===== config.mk =====
export PLATFORM = sky130hd
export DESIGN_NAME = bounded_circular_list_engine
export DESIGN_NICKNAME = d
export VERILOG_FILES = /design/src/sv/bcl_pkg.sv /design/src/sv/bcl_ram.sv /design/src/sv/bcl_ptr.sv /design/src/sv/bounded_circular_list_engine.sv
export SDC_FILE = /design/constraint.sdc
export NUM_CORES = 1
export LEC_CHECK = 0
export BUFFER_PORTS_ARGS = -buffer_cell sky130_fd_sc_hd__buf_2
export CORE_ASPECT_RATIO = 1.25
export CORE_UTILIZATION = 25
export CTS_BUF_LIST = sky130_fd_sc_hd__clkbuf_8
export DETAILED_ROUTE_END_ITERATION = 16
export GPL_ROUTABILITY_DRIVEN = 0
export PLACE_DENSITY = 0.52
export SETUP_SLACK_MARGIN = 0.5
export SYNTH_ARGS = -nofsm -noshare
export SYNTH_HDL_FRONTEND = slang
export SYNTH_HIERARCHICAL = 1
export SYNTH_SLANG_ARGS = --single-unit

===== constraint.sdc =====
create_clock -name i_clk -period 7.2 [get_ports i_clk]
set_input_delay 1.8 -clock i_clk [delete_from_list [all_inputs] [get_ports i_clk]]
set_output_delay 1.8 -clock i_clk [all_outputs]
set_load 0.01 [all_outputs]

===== src/sv/bcl_pkg.sv =====
`default_nettype none
package bcl_pkg;

    localparam int BCL_CAPACITY    = 16;
    localparam int BCL_VALUE_WIDTH = 32;

    typedef enum logic [2:0] {
        K_INS_FRONT = 3'd0,
        K_INS_BACK  = 3'd1,
        K_INS_AFTER = 3'd2,
        K_DEL_FRONT = 3'd3,
        K_DEL_BACK  = 3'd4,
        K_DEL_VALUE = 3'd5,
        K_LIST      = 3'd6
    } t_kind;

    typedef enum logic [1:0] {
        ST_OK        = 2'd0,
        ST_EMPTY     = 2'd1,
        ST_NOT_FOUND = 2'd2,
        ST_FULL      = 2'd3
    } t_status;

    typedef enum logic [2:0] {
        S_IDLE,
        S_SCAN,
        S_LIST,
        S_SHIFT_UP,
        S_SHIFT_DN
    } t_state;

    // Pointer updates requested by the sequencer
    typedef struct packed {
        logic push_front;
        logic push_back;
        logic pop_front;
        logic pop_back;
    } t_ptr_cmd;

endpackage
`default_nettype wire


===== src/sv/bcl_ram.sv =====
`default_nettype none
module bcl_ram #(
    parameter int WIDTH = 32,
    parameter int DEPTH = 16,
    localparam int AW = $clog2(DEPTH)
) (
    input  wire logic             i_clk,
    input  wire logic             i_we,
    input  wire logic [AW-1:0]    i_waddr,
    input  wire logic [WIDTH-1:0] i_wdata,
    input  wire logic [AW-1:0]    i_raddr,
    output logic      [WIDTH-1:0] o_rdata
);

    logic [WIDTH-1:0] mem [DEPTH];

    always_ff @(posedge i_clk) begin
        if (i_we) begin
            mem[i_waddr] <= i_wdata;
        end
        o_rdata <= mem[i_raddr];
    end

endmodule
`default_nettype wire


===== src/sv/bcl_ptr.sv =====
`default_nettype none
module bcl_ptr #(
    parameter int CAPACITY = bcl_pkg::BCL_CAPACITY,
    localparam int AW = $clog2(CAPACITY),
    localparam int CW = $clog2(CAPACITY + 1)
) (
    input  wire logic             i_clk,
    input  wire logic             i_rst_n,
    input  wire bcl_pkg::t_ptr_cmd i_cmd,
    input  wire logic [CW-1:0]    i_rd_idx,
    input  wire logic [CW-1:0]    i_wr_idx,
    output logic      [AW-1:0]    o_rd_addr,
    output logic      [AW-1:0]    o_wr_addr,
    output logic      [AW-1:0]    o_front_prev_addr,
    output logic      [CW-1:0]    o_count
);
    import bcl_pkg::*;

    logic [AW-1:0] r_head, n_head;
    logic [CW-1:0] r_count, n_count;

    // Logical position to ring slot: head plus index, wrapped once
    function automatic logic [AW-1:0] map_idx(input logic [AW-1:0] head,
                                              input logic [CW-1:0] idx);
        logic [CW:0] s;
        s = (CW+1)'(head) + (CW+1)'(idx);
        if (s >= (CW+1)'(CAPACITY)) begin
            s = s - (CW+1)'(CAPACITY);
        end
        return AW'(s);
    endfunction

    assign o_rd_addr = map_idx(r_head, i_rd_idx);
    assign o_wr_addr = map_idx(r_head, i_wr_idx);
    assign o_front_prev_addr = (r_head == '0) ? AW'(CAPACITY - 1) : r_head - AW'(1);
    assign o_count = r_count;

    always_comb begin
        n_head  = r_head;
        n_count = r_count;
        if (i_cmd.push_front) begin
            n_head  = o_front_prev_addr;
            n_count = r_count + CW'(1);
        end else if (i_cmd.push_back) begin
            n_count = r_count + CW'(1);
        end else if (i_cmd.pop_front) begin
            n_head  = (r_head == AW'(CAPACITY - 1)) ? '0 : r_head + AW'(1);
            n_count = r_count - CW'(1);
        end else if (i_cmd.pop_back) begin
            n_count = r_count - CW'(1);
        end
    end

    always_ff @(posedge i_clk) begin
        if (!i_rst_n) begin
            r_head  <= '0;
            r_count <= '0;
        end else begin
            r_head  <= n_head;
            r_count <= n_count;
        end
    end

endmodule
`default_nettype wire


===== src/sv/bounded_circular_list_engine.sv =====
`default_nettype none
// Ordered list of up to CAPACITY signed values held in a ring buffer RAM.
// Command channel: an item (i_kind, i_new_value, i_search_key) is taken on a
// clock edge with start high and busy low. Results come out one beat per
// cycle on the o_ ports, marked by o_valid; the receiver cannot stall, so
// every beat is taken in the cycle it is shown.
// Insert front/back and remove front/back: the result is registered and shows
// in the cycle after accept; busy stays low, so one such item per cycle.
// Insert after key and remove value: a pipelined scan, one entry per cycle,
// then a move of the later entries one slot per cycle through the single
// write port. The move covers only the entries after the match; a miss
// ends the scan after the last entry has been compared.
// The status beat shows in the cycle busy drops.
// List: count beats, one per cycle, each read from the RAM and registered
// before it shows; the last beat, with o_last, shows in the cycle busy drops.
// An empty list gives one status beat.
// Reset (i_rst_n low, synchronous) empties the list; RAM contents are not
// cleared since slots are only read after being written.
module bounded_circular_list_engine #(
    parameter int CAPACITY    = bcl_pkg::BCL_CAPACITY,
    parameter int VALUE_WIDTH = bcl_pkg::BCL_VALUE_WIDTH
) (
    input  wire logic               i_clk,
    input  wire logic               i_rst_n,
    input  wire logic               start,
    output logic                    busy,
    input  wire logic        [2:0]  i_kind,
    input  wire logic signed [31:0] i_new_value,
    input  wire logic signed [31:0] i_search_key,
    output logic                    o_valid,
    output logic             [1:0]  o_status,
    output logic signed      [31:0] o_entry_value,
    output logic                    o_entry_valid,
    output logic                    o_last,
    output logic             [4:0]  o_occupancy
);
    import bcl_pkg::*;

    localparam int AW = $clog2(CAPACITY);
    localparam int CW = $clog2(CAPACITY + 1);
    localparam int VW = VALUE_WIDTH;

    t_state r_state, n_state;
    t_kind  r_kind, n_kind;
    logic [VW-1:0] r_val, n_val;
    logic [VW-1:0] r_target, n_target;
    logic [CW-1:0] r_idx, n_idx;
    logic [CW-1:0] r_didx, n_didx;
    logic [CW-1:0] r_lo, n_lo;
    logic          r_rvalid, n_rvalid;

    logic          r_ovalid, n_ovalid;
    t_status       r_status, n_status;
    logic signed [31:0] r_evalue, n_evalue;
    logic          r_evalid, n_evalid;
    logic          r_last, n_last;
    logic [4:0]    r_occ, n_occ;

    t_ptr_cmd      ptr_cmd;
    logic [CW-1:0] rd_idx, wr_idx, count, cnt_m1, cnt_p1;
    logic [AW-1:0] rd_addr, wr_addr, front_prev_addr;
    logic          ram_we, use_prev;
    logic [VW-1:0] ram_wdata;
    logic signed [VW-1:0] rdata;
    logic          empty, full, match, dlast;
    t_kind         in_kind;

    bcl_ptr #(.CAPACITY(CAPACITY)) u_ptr (
        .i_clk             (i_clk),
        .i_rst_n           (i_rst_n),
        .i_cmd             (ptr_cmd),
        .i_rd_idx          (rd_idx),
        .i_wr_idx          (wr_idx),
        .o_rd_addr         (rd_addr),
        .o_wr_addr         (wr_addr),
        .o_front_prev_addr (front_prev_addr),
        .o_count           (count)
    );

    bcl_ram #(.WIDTH(VW), .DEPTH(CAPACITY)) u_ram (
        .i_clk   (i_clk),
        .i_we    (ram_we),
        .i_waddr (use_prev ? front_prev_addr : wr_addr),
        .i_wdata (ram_wdata),
        .i_raddr (rd_addr),
        .o_rdata (rdata)
    );

    assign in_kind = t_kind'(i_kind);
    assign empty   = (count == '0);
    assign full    = (count == CW'(CAPACITY));
    assign cnt_m1  = count - CW'(1);
    assign cnt_p1  = count + CW'(1);
    assign match   = (rdata == r_target);
    assign dlast   = (r_didx == cnt_m1);
    assign busy    = (r_state != S_IDLE);

    always_comb begin
        n_state = r_state;
        case (r_state)
            S_IDLE: begin
                if (start) begin
                    case (in_kind)
                        K_INS_AFTER: if (!empty && !full) n_state = S_SCAN;
                        K_DEL_VALUE: if (!empty) n_state = S_SCAN;
                        K_LIST:      if (!empty) n_state = S_LIST;
                        default:     n_state = S_IDLE;
                    endcase
                end
            end
            S_SCAN: begin
                if (r_rvalid) begin
                    if (match) begin
                        n_state = (r_kind == K_INS_AFTER) ? S_SHIFT_UP : S_SHIFT_DN;
                    end else if (dlast) begin
                        n_state = S_IDLE;
                    end
                end
            end
            S_LIST: begin
                if (r_rvalid && dlast) n_state = S_IDLE;
            end
            S_SHIFT_UP: begin
                if (!r_rvalid && r_idx < r_lo) n_state = S_IDLE;
            end
            S_SHIFT_DN: begin
                if (!r_rvalid && r_idx >= count) n_state = S_IDLE;
            end
            default: n_state = S_IDLE;
        endcase
    end

    always_comb begin
        n_kind    = r_kind;
        n_val     = r_val;
        n_target  = r_target;
        n_idx     = r_idx;
        n_didx    = r_didx;
        n_lo      = r_lo;
        n_rvalid  = 1'b0;
        n_ovalid  = 1'b0;
        n_status  = ST_OK;
        n_evalue  = '0;
        n_evalid  = 1'b0;
        n_last    = 1'b1;
        n_occ     = 5'(count);
        ptr_cmd   = '0;
        rd_idx    = r_idx;
        wr_idx    = '0;
        ram_we    = 1'b0;
        use_prev  = 1'b0;
        ram_wdata = r_val;

        case (r_state)
            S_IDLE: begin
                if (start) begin
                    n_kind   = in_kind;
                    n_val    = VW'(i_new_value);
                    n_target = (in_kind == K_INS_AFTER) ? VW'(i_search_key)
                                                        : VW'(i_new_value);
                    n_idx    = '0;
                    n_ovalid = 1'b1;
                    ram_wdata = VW'(i_new_value);
                    case (in_kind)
                        K_INS_FRONT: begin
                            if (full) begin
                                n_status = ST_FULL;
                            end else begin
                                ram_we   = 1'b1;
                                use_prev = 1'b1;
                                ptr_cmd.push_front = 1'b1;
                                n_occ    = 5'(cnt_p1);
                            end
                        end
                        K_INS_BACK: begin
                            if (full) begin
                                n_status = ST_FULL;
                            end else begin
                                ram_we = 1'b1;
                                wr_idx = count;
                                ptr_cmd.push_back = 1'b1;
                                n_occ  = 5'(cnt_p1);
                            end
                        end
                        K_INS_AFTER: begin
                            if (empty)     n_status = ST_EMPTY;
                            else if (full) n_status = ST_FULL;
                            else           n_ovalid = 1'b0;
                        end
                        K_DEL_FRONT: begin
                            if (empty) begin
                                n_status = ST_EMPTY;
                            end else begin
                                ptr_cmd.pop_front = 1'b1;
                                n_occ = 5'(cnt_m1);
                            end
                        end
                        K_DEL_BACK: begin
                            if (empty) begin
                                n_status = ST_EMPTY;
                            end else begin
                                ptr_cmd.pop_back = 1'b1;
                                n_occ = 5'(cnt_m1);
                            end
                        end
                        K_DEL_VALUE, K_LIST: begin
                            if (empty) n_status = ST_EMPTY;
                            else       n_ovalid = 1'b0;
                        end
                        default: n_status = ST_OK;
                    endcase
                end
            end
            S_SCAN, S_LIST: begin
                // Stream reads front to back; the registered RAM data returns in the next cycle
                if (r_idx < count) begin
                    n_idx    = r_idx + CW'(1);
                    n_didx   = r_idx;
                    n_rvalid = 1'b1;
                end
                if (r_rvalid) begin
                    if (r_state == S_LIST) begin
                        n_ovalid = 1'b1;
                        n_evalue = 32'(rdata);
                        n_evalid = 1'b1;
                        n_last   = dlast;
                    end else if (match) begin
                        // Drop the read in flight and start the move
                        n_rvalid = 1'b0;
                        if (r_kind == K_INS_AFTER) begin
                            n_lo  = r_didx + CW'(1);
                            n_idx = cnt_m1;
                        end else begin
                            n_idx = r_didx + CW'(1);
                        end
                    end else if (dlast) begin
                        n_ovalid = 1'b1;
                        n_status = ST_NOT_FOUND;
                    end
                end
            end
            S_SHIFT_UP: begin
                // Move the tail up one slot, back to front, then drop in the value
                if (r_idx >= r_lo) begin
                    n_idx    = r_idx - CW'(1);
                    n_didx   = r_idx;
                    n_rvalid = 1'b1;
                end
                if (r_rvalid) begin
                    ram_we    = 1'b1;
                    wr_idx    = r_didx + CW'(1);
                    ram_wdata = rdata;
                end else if (r_idx < r_lo) begin
                    ram_we   = 1'b1;
                    wr_idx   = r_lo;
                    ptr_cmd.push_back = 1'b1;
                    n_ovalid = 1'b1;
                    n_occ    = 5'(cnt_p1);
                end
            end
            S_SHIFT_DN: begin
                // Close the gap: move each later entry down one slot
                if (r_idx < count) begin
                    n_idx    = r_idx + CW'(1);
                    n_didx   = r_idx;
                    n_rvalid = 1'b1;
                end
                if (r_rvalid) begin
                    ram_we    = 1'b1;
                    wr_idx    = r_didx - CW'(1);
                    ram_wdata = rdata;
                end else if (r_idx >= count) begin
                    ptr_cmd.pop_back = 1'b1;
                    n_ovalid = 1'b1;
                    n_occ    = 5'(cnt_m1);
                end
            end
            default: n_rvalid = 1'b0;
        endcase
    end

    always_ff @(posedge i_clk) begin
        if (!i_rst_n) begin
            r_state  <= S_IDLE;
            r_rvalid <= 1'b0;
            r_ovalid <= 1'b0;
        end else begin
            r_state  <= n_state;
            r_rvalid <= n_rvalid;
            r_ovalid <= n_ovalid;
        end
    end

    always_ff @(posedge i_clk) begin
        r_kind   <= n_kind;
        r_val    <= n_val;
        r_target <= n_target;
        r_idx    <= n_idx;
        r_didx   <= n_didx;
        r_lo     <= n_lo;
        r_status <= n_status;
        r_evalue <= n_evalue;
        r_evalid <= n_evalid;
        r_last   <= n_last;
        r_occ    <= n_occ;
    end

    assign o_valid       = r_ovalid;
    assign o_status      = r_status;
    assign o_entry_value = r_evalue;
    assign o_entry_valid = r_evalid;
    assign o_last        = r_last;
    assign o_occupancy   = r_occ;

endmodule
`default_nettype wire


Word level (Yosys, flattened, before mapping)
Memory sizes are Yosys's and may differ from the RTL's. A register that Yosys moved wholly into a read port is not among the register bits.
Index checks and enable logic that the tools add are counted.
{ "word_totals": {"mem_bits_ro": 0, "latch_bits": 0, "elab_cells": 201, "out_inout_bits": 43, "ramBits": 512, "input_bits": 70, "n_memories": 1, "register_bits": 137} }
{ "op_classes": {"n_mux": 107, "n_div": 0, "shifts": 0, "reduce_logical": 31, "magnitude_cmp": 6, "add_sub_neg": 12, "bitwise": 1, "n_mul": 0, "n_eq_ne": 27} }
{ "mem_list": {"columns": ["name", "depth", "width", "read_ports", "rd_clocked_by_memory_dff", "wr", "line_no", "source"], "rows": [
  ["u_ram.mem", 16, 32, 1, 1, 1, "bcl_ram.sv:15", "logic [WIDTH-1:0] mem [DEPTH];"]
]} }
{ "ops": {"columns": ["op", "n"], "rows": [
  ["$mux 5", 26],
  ["$mux 32", 3],
  ["$pmux 32 s2", 1],
  ["$mux 4", 9],
  ["$mux 1", 35],
  ["$mux 3", 11],
  ["$eq 32x32->1", 1],
  ["$pmux 5 s3", 2],
  ["$pmux 5 s2", 2],
  ["$pmux 5 s4", 1],
  ["$add 5x1->5 const B", 3],
  ["$eq 3x2->1 const B", 5],
  ["$pmux 3 s5", 1],
  ["$sub 5x1->5 const B", 3],
  ["$mux 2", 7],
  ["$add 4x5->6", 2],
  ["$eq 3x3->1 const B", 4],
  ["$ge 6x5->1 const B", 2],
  ["$ne 2x2->1 const B", 6],
  ["$ne 3x3->1 const B", 4],
  ["$sub 4x1->4 const B", 3],
  ["$ge 5x5->1", 2],
  ["$lt 5x5->1", 2],
  ["$reduce_or 2->1", 5],
  ["other kinds (27)", 44]
]} }

Logic depth before layout (Yosys ltp)
Gate-level depths: netlist of the first run.
{ "logic_depth": {"ltp_word": 9, "mapped_depth": 15, "ltp_nobuf": 15} }

Cells and area by module
The synthesis of the first run kept the hierarchy.
{ "by_module_without_submodules": {"columns": ["module", "cells_per_inst", "n_inst", "seq_area_each_um2", "area_each_um2"], "rows": [
  ["bcl_ram", 838, 1, 16015.4, 19836.5],
  ["bounded_circular_list_engine", 719, 1, 3383.2, 7233.2],
  ["bcl_ptr", 98, 1, 180.2, 815.8]
]} }

Least setup slack after synthesis of the first run
Ideal clock, no wire load.
{ "synth_path": {"path_kind": "in2reg", "startpoint": "input start", "endpoint": "memory u_ram.mem[0][0] (enable)", "path_stages": 13, "slack_ps": 213, "setup_ps": 461, "arrival_time_ps": 6526, "t_required_ps": 6739, "n_path_buf": 1, "cell_sequence": "buf_2 > nand2_1 > or2_4 > nor2_1 > nand2_1 > o221ai_1 > ha_1 > a21o_1 > a21oi_1 > xnor2_1 > mux2_2 > or3b_2 > nor3_1"} }
{ "synth_via": {"elab_chain_cells": 6, "elab_cells_between_ends": 13, "cone_classes": "add/sub: 2; order compare: 1; mux: 10"} }
{ "synth_lines": {"columns": ["element", "line_no", "source"], "rows": [
  ["from (decl)", "bounded_circular_list_engine.sv:25", "input wire logic start,"],
  ["$mux 5 (*)", "bounded_circular_list_engine.sv:156", "if (start) begin"],
  ["$pmux 5 s3 (*)", "bounded_circular_list_engine.sv:154", "case (r_state)"],
  ["via wr_idx[1]", "bounded_circular_list_engine.sv:60", "logic [CW-1:0] rd_idx, wr_idx, count, cnt_m1, cnt_p1;"],
  ["$add 4x5->6 (*)", "bcl_ptr.sv:26", "s = (CW+1)'(head) + (CW+1)'(idx);"],
  ["$ge 6x5->1 / $sub 4x1->4 (equally long branches)", "bcl_ptr.sv:27, bcl_ptr.sv:28", null],
  ["$mux 4 (*)", "bcl_ptr.sv:27", "if (s >= (CW+1)'(CAPACITY)) begin"],
  ["via wr_addr[3]", "bounded_circular_list_engine.sv:61", "logic [AW-1:0] rd_addr, wr_addr, front_prev_addr;"],
  ["$mux 4 (*)", "bounded_circular_list_engine.sv:83", ".i_waddr (use_prev ? front_prev_addr : wr_addr),"],
  ["to (decl)", "bcl_ram.sv:15", null]
]} }
Mark *: on every way through the listed nets, which the timed path passes. The rest lies on a longest branch.

Worst setup path after layout of the first run
{ "layout_path": {"startpoint": "register r_idx[1]", "endpoint": "memory u_ram.mem[1][25] (enable)"} }
{ "layout_via": {"elab_chain_cells": 8, "elab_cells_between_ends": 14, "cone_classes": "add/sub: 2; order compare: 2; mux: 10"} }
{ "layout_lines": {"columns": ["element", "line_no", "source"], "rows": [
  ["from (decl)", "bounded_circular_list_engine.sv:47", "logic [CW-1:0] r_idx, n_idx;"],
  ["from (signal assigned)", "bounded_circular_list_engine.sv:298", "r_idx <= n_idx;"],
  ["$lt 5x5->1 (*)", "bounded_circular_list_engine.sv:253", "end else if (r_idx < r_lo) begin"],
  ["$mux 5 (*)", "bounded_circular_list_engine.sv:253", null],
  ["$mux 5 (*)", "bounded_circular_list_engine.sv:249", "if (r_rvalid) begin"],
  ["$pmux 5 s3 (*)", "bounded_circular_list_engine.sv:154", null],
  ["via wr_idx[0]", "bounded_circular_list_engine.sv:60", null],
  ["$add 4x5->6 (*)", "bcl_ptr.sv:26", null],
  ["$ge 6x5->1 / $sub 4x1->4 (equally long branches)", "bcl_ptr.sv:27, bcl_ptr.sv:28", null],
  ["$mux 4 (*)", "bcl_ptr.sv:27", null],
  ["via wr_addr[2]", "bounded_circular_list_engine.sv:61", null],
  ["$mux 4 (*)", "bounded_circular_list_engine.sv:83", null]
]} }
Marked as above.

==> results of run 1 <==
[power by group]
part           leakage [nW]  switching, mW  internal [mW]  total, mW
Combinational          3.48           2.71           1.49       4.20
Clock                  1.25           1.61           1.72       3.32
Sequential             6.14          0.372           5.32       5.69
Total                  10.9           4.69           8.53       13.2
[worst min path at each step]
stage,start,end,cells past startpoint
2_1_floorplan,u_ram/o_rdata[31],o_entry_value[31],1
5_1_grt,u_ram/o_rdata[21],o_entry_value[21],1
4_1_cts,u_ram/o_rdata[27],o_entry_value[27],1
3_3_place_gp,u_ram/o_rdata[29],o_entry_value[29],1
3_5_place_dp,u_ram/o_rdata[27],o_entry_value[27],1
6_report,u_ram/o_rdata[27],o_entry_value[27],1
[metrics by stage]
| step | cell area, um^2 | hold WS [ns] |
|---|---|---|
| 2_1_floorplan | 27900 | 0.473 |
| 5_1_grt | 32500 | 0.543 |
| 3_5_place_dp | 30300 | 0.516 |
| 4_1_cts | 32500 | 0.528 |
| 3_3_place_gp | 30300 | 0.508 |
| 6_report | 32500 | 0.518 |
[routing by layer]
layer	track usage	wire length (um)	share of wire
met5	0	0	0
met4	0.0432	1880	0.025
met3	0.0338	6480	0.085
met2	0.208	34700	0.46
met1	0.182	32900	0.43
[critical path: cells and delay by family (launching register included)]
kind	cells	cell delay (ns)
mux	1	0.29
fa+ha+maj	3	0.92
buf+inv	2	0.42
simple gates	5	2.34
flops	1	0.56
xor+xnor	1	0.13
compound gates	2	0.50
[flip-flops by register name, summed over array words and instances (netlist names), 2 cells and up]
name           cells
u_ram/mem        512
u_ram/o_rdata     32
o_status           2
r_state            3
o_occupancy        5
r_kind             3
r_target          32
r_lo               5
o_entry_value     32
r_didx             5
u_ptr/r_head       4
r_val             32
r_idx              5
u_ptr/o_count      5
[area by class of cell]
| type | count | area share |
|---|---|---|
| Sequential cell | 681 | 0.603 |
| Timing Repair Buffer | 141 | 0.0247 |
| Tap cell | 1449 | 0.0558 |
| Inverter | 29 | 0.00335 |
| Antenna cell | 2 | 0.000154 |
| Clock inverter | 96 | 0.0181 |
| Multi-Input combinational cell | 852 | 0.245 |
| Clock buffer | 118 | 0.0500 |
==> flow_summary.toml, run 1 <==
[cells_and_area]
drive_gt1_frac = 0.279
area_growth_syn_to_layout_pct = 16.7
final_common_cell = "edfxtp_1"
multi_input_area_um2 = 7970
utilization = 0.295
mostFrequentLayoutCells = "edfxtp_1 (594), nand2_1 (171), mux4_2 (128)"
nFillCells = 11000
seq_area_um2 = 19600
final_net_count = 1917
final_cells = 3368

[min_path]
min_path_type = "reg2reg"

[global_routing]
antenna_found_initial = 4
grt.total_usage = 0.134
grt_pass1_wl_um = 110000
grt_pass1_vias = 16101
grt_max_degree = 93
grt.overflow.total = 0

[timing]
skew_ns = 0.0474
fin_crit_ns = 5.46
slew_viol_final = 0
hold_viol = 0
slew_headroom = 0.204
final.setup.tns_ns = 0
period_share = 0.758
setup_violations = 0
rsz0062_at_grt = "false"
timing.fmax_mhz = 183
worst_slack_ns = 1.74
tightest_slew_ns = 1.19

[yosys]
synth_cells = 1648
synthesis.nets = 1747
syn_area_um2 = 27800
syn-mean-instance-area_um2 = 16.9
yosys_warnings = 6

[power_and_ir_drop]
leakagePower_nw = 10.9
power_mw = 13.2
vdd_ir_drop_max_uv = 231
p_per_area_nw_per_um2 = 407

[placement]
dp_hpwl_um = 48100
dpl.cell_count = 3152
portBuffers = 112
post-place-ws_ns = 1.09

[critical_path]
reg2reg_slack_ns = 1.74
cpMostUsedCell = "ha_1"
crit_end = "u_ram/mem[1][25]"
cp_slowest_cell = "nor2_4"
crit_type = "reg2reg"
r2r_start = "r_idx[1]"
worstPathRequired_ns = 7.64
cp-startpoint = "r_idx[1]"
max_stage_delay_ns = 0.76
r2r_end = "u_ram/mem[1][25]"
r2r_cells = 14
end_kind = "flip-flop"
cp_data_arrival_time_ns = 5.90
cp_max_fo = 22
path_cells = "ha_1, nor2b_1, o21ai_0, nand3_1, nor3_2, a221o_1, ha_1, inv_1, fa_1, xnor2_1, mux2_2, or3b_2, nor2_4, buf_4"
startpoint_type = "flip-flop"

[die]
dieArea_um2 = 113000
die_h_um = 375
core_area_um2 = 110000
ios = 113
row_count = 136
dieWidth_um = 301
initial_core_util = 0.253

[clock_tree]
clock-sinks = 681
holdBufCountCts = 0
cts_buffers = 113
post-cts-setup-buffers = 0
clk_latency_ns = 0.74
cts_htree_levels = 3
cts_tree = "yes"
clk_pin_slew_ns = 0.06
cts_resized = 0
cts_buffer_depth = 3
root_buffer = "clkbuf_8"

[detailed_routing]
drtAntennaViolNets = 0
vias = 15673
wl_per_cell_um = 22.6
drc = 0
first_pass_iters = 6
vias_per_cell = 4.65
drtIter0Drc = 1436
routed_wl_um = 76000

[flow_run]
drv_cap = 0

[run_status]
outcome = "finished, final reports clean"
(Power assumes the default switching activity.)
==> inputs of run 2 (changes only) <==
==> constraint.sdc (replaced) <==
create_clock -name i_clk -period 4.8 [get_ports i_clk]
set_input_delay 1.2 -clock i_clk [delete_from_list [all_inputs] [get_ports i_clk]]
set_output_delay 1.2 -clock i_clk [all_outputs]
set_load 0.01 [all_outputs]
==> flow_summary.toml, run 2 (synthesis gave the netlist of run 1 again) <==
[power_and_ir_drop]
vdd_ir_drop_max_uv = 272
sequentialPowerShare = 0.417
leakagePower_nw = 11.2
p_int_mw = 13.0
combinationalPowerShare = 0.337
p_per_area_nw_per_um2 = 610
p_sw_frac = 0.355
power_switching_mw = 7.19
clock_power_share = 0.246

[clock_tree]
holdBufCountCts = 0
cts_buffers = 112
root_buffer = "clkbuf_8"
clk_latency_ns = 0.76
cts_htree_levels = 3
clk_pin_slew_ns = 0.06
cts_buffer_depth = 3
cts_tree = "yes"
clock-sinks = 681

[timing]
period_share = 0.857
fin_crit_ns = 4.11
rsz0062_at_grt = "false"
final.setup.tns_ns = 0
tightest_slew_ns = 1.17
skew_ns = 0.0609
hold_viol = 0
slew_headroom = 0.222
setup_violations = 0
whs_ns = 0.500
timing.fmax_mhz = 243
slew_viol_final = 0

[detailed_routing]
vias = 15707
top_layer_used = "met4"
drc = 0
drtAntennaViolNets = 0
routed-wl-met3_um = 3910
first_pass_iters = 5
drtIter0Drc = 1175
vias_per_cell = 4.60
wl_met1_um = 33400
wl_per_cell_um = 22.8
routed_wl_um = 77800
wl_met2_um = 38600

[flow_run]
drv_cap = 0

[die]
initial_core_util = 0.253
dieArea_um2 = 113000
row_count = 136
die_h_um = 375
dieWidth_um = 301
core_area_um2 = 110000
ios = 113

[critical_path]
crit_type = "reg2reg"
cp_max_fo = 16
end_kind = "flip-flop"
cp_data_arrival_time_ns = 4.54
cp_slowest_cell = "or3b_4"
startpoint_type = "flip-flop"
reg2reg_slack_ns = 0.69
worstPathRequired_ns = 5.23
path_cells = "inv_1, ha_1, nor3b_4, nand2_1, ha_1, a221o_1, ha_2, a21o_1, a21oi_2, xnor2_1, mux2_4, or3b_4, nor3_4, buf_12, buf_12"
max_stage_delay_ns = 0.48

[cells_and_area]
mostFrequentLayoutCells = "edfxtp_1 (594), nand2_1 (168), clkbuf_8 (130)"
final_net_count = 1964
final_common_cell = "edfxtp_1"
nFillCells = 10958
area_growth_syn_to_layout_pct = 19.2
drive_gt1_frac = 0.304
largest_reg_flops = 512
regMostFlops = "u_ram/mem"

[min_path]
min_path_type = "reg2reg"

[global_routing]
grt_pass1_vias = 16480
grt_pass1_wl_um = 113000
antenna_found_initial = 3
grt_max_degree = 50
grt.total_usage = 0.137
grt.overflow.total = 0

[placement]
portBuffers = 112
dp_hpwl_um = 51100

[run_status]
outcome = "finished, final reports clean"
## run 2: cell count changes in the layout (fill, tap and decap cells not counted), sizes merged
cell    before  now
buf        141  188
bufinv       5    3
clkbuf     118  131
clkinv      54   31
diode        2    3
inv         63   71
## run 2: what timing repair did
item / CTS / global route
gates resized for setup: 0 / 4
setup buffers: 4 / 12
pin swaps: 3 / 4
setup endpoints to repair: 218 / 352
cloned: 0 / 2
## run 2: final timing paths
path | from | endpoint | cells after the start
setup / recovery | u_ptr/o_count[1] | u_ram/mem[0][0] | 15
setup reg to reg | u_ptr/o_count[1] | u_ram/mem[0][0] | 15
hold / removal | u_ram/o_rdata[22] | o_entry_value[22] | 1
hold reg to reg | u_ram/o_rdata[22] | o_entry_value[22] | 1
## run 2: power groups by stage
| stage | combinational [mW] | clock [mW] | sequential, mW |
|---|---|---|---|
| after floorplan | 4.24 | 0 | 8.32 |
| after global placement | 6.81 | 0 | 8.57 |
| after detailed placement | 6.85 | 0 | 8.58 |
| after CTS | 6.90 | 5.12 | 8.46 |
| after global routing | 7.30 | 5.36 | 8.52 |
| final | 6.82 | 4.98 | 8.45 |
## run 2: area by class of cell
class | count | area, um^2 | area share
Sequential cell | 681 | 19600 | 0.590
Multi-Input combinational cell | 852 | 8040 | 0.242
Tap cell | 1449 | 1810 | 0.0546
Clock buffer | 130 | 1790 | 0.0539
Timing Repair Buffer | 189 | 1410 | 0.0426
Clock inverter | 79 | 429 | 0.0129
Inverter | 29 | 110 | 0.00332
Antenna cell | 3 | 7.51 | 0.000226
## run 2: critical path: cells and delay by family, from the launching register on
kind,cells,cell delay (ns)
XOR/XNOR,1,0.08
buffers and inverters,3,0.41
adder cells (fa/ha/maj),3,0.78
AO/OA/AOI/OAI,3,0.67
flip-flops,1,0.40
AND/OR/NAND/NOR,4,1.13
multiplexers,1,0.31
## run 2: metrics by stage
step	util	setup slack [ns]	instance area, um^2	power, mW	cells
floorplan	-	0.227	28000	12.6	1648
global placement	0.279	0.399	30800	15.4	3182
detailed placement	0.279	0.352	30800	15.4	3182
CTS	0.299	0.501	33000	20.5	3395
global route	0.301	0.521	33200	21.2	3410
finish	0.301	0.686	33200	20.2	3412
## run 2: metal layers
layer / vias up / global-route usage
met2: 520 / 0.230
met3: 115 / 0.0254
met1: 8137 / 0.177
li1: 6935 / -
met5: - / 0
met4: 0 / 0.0433
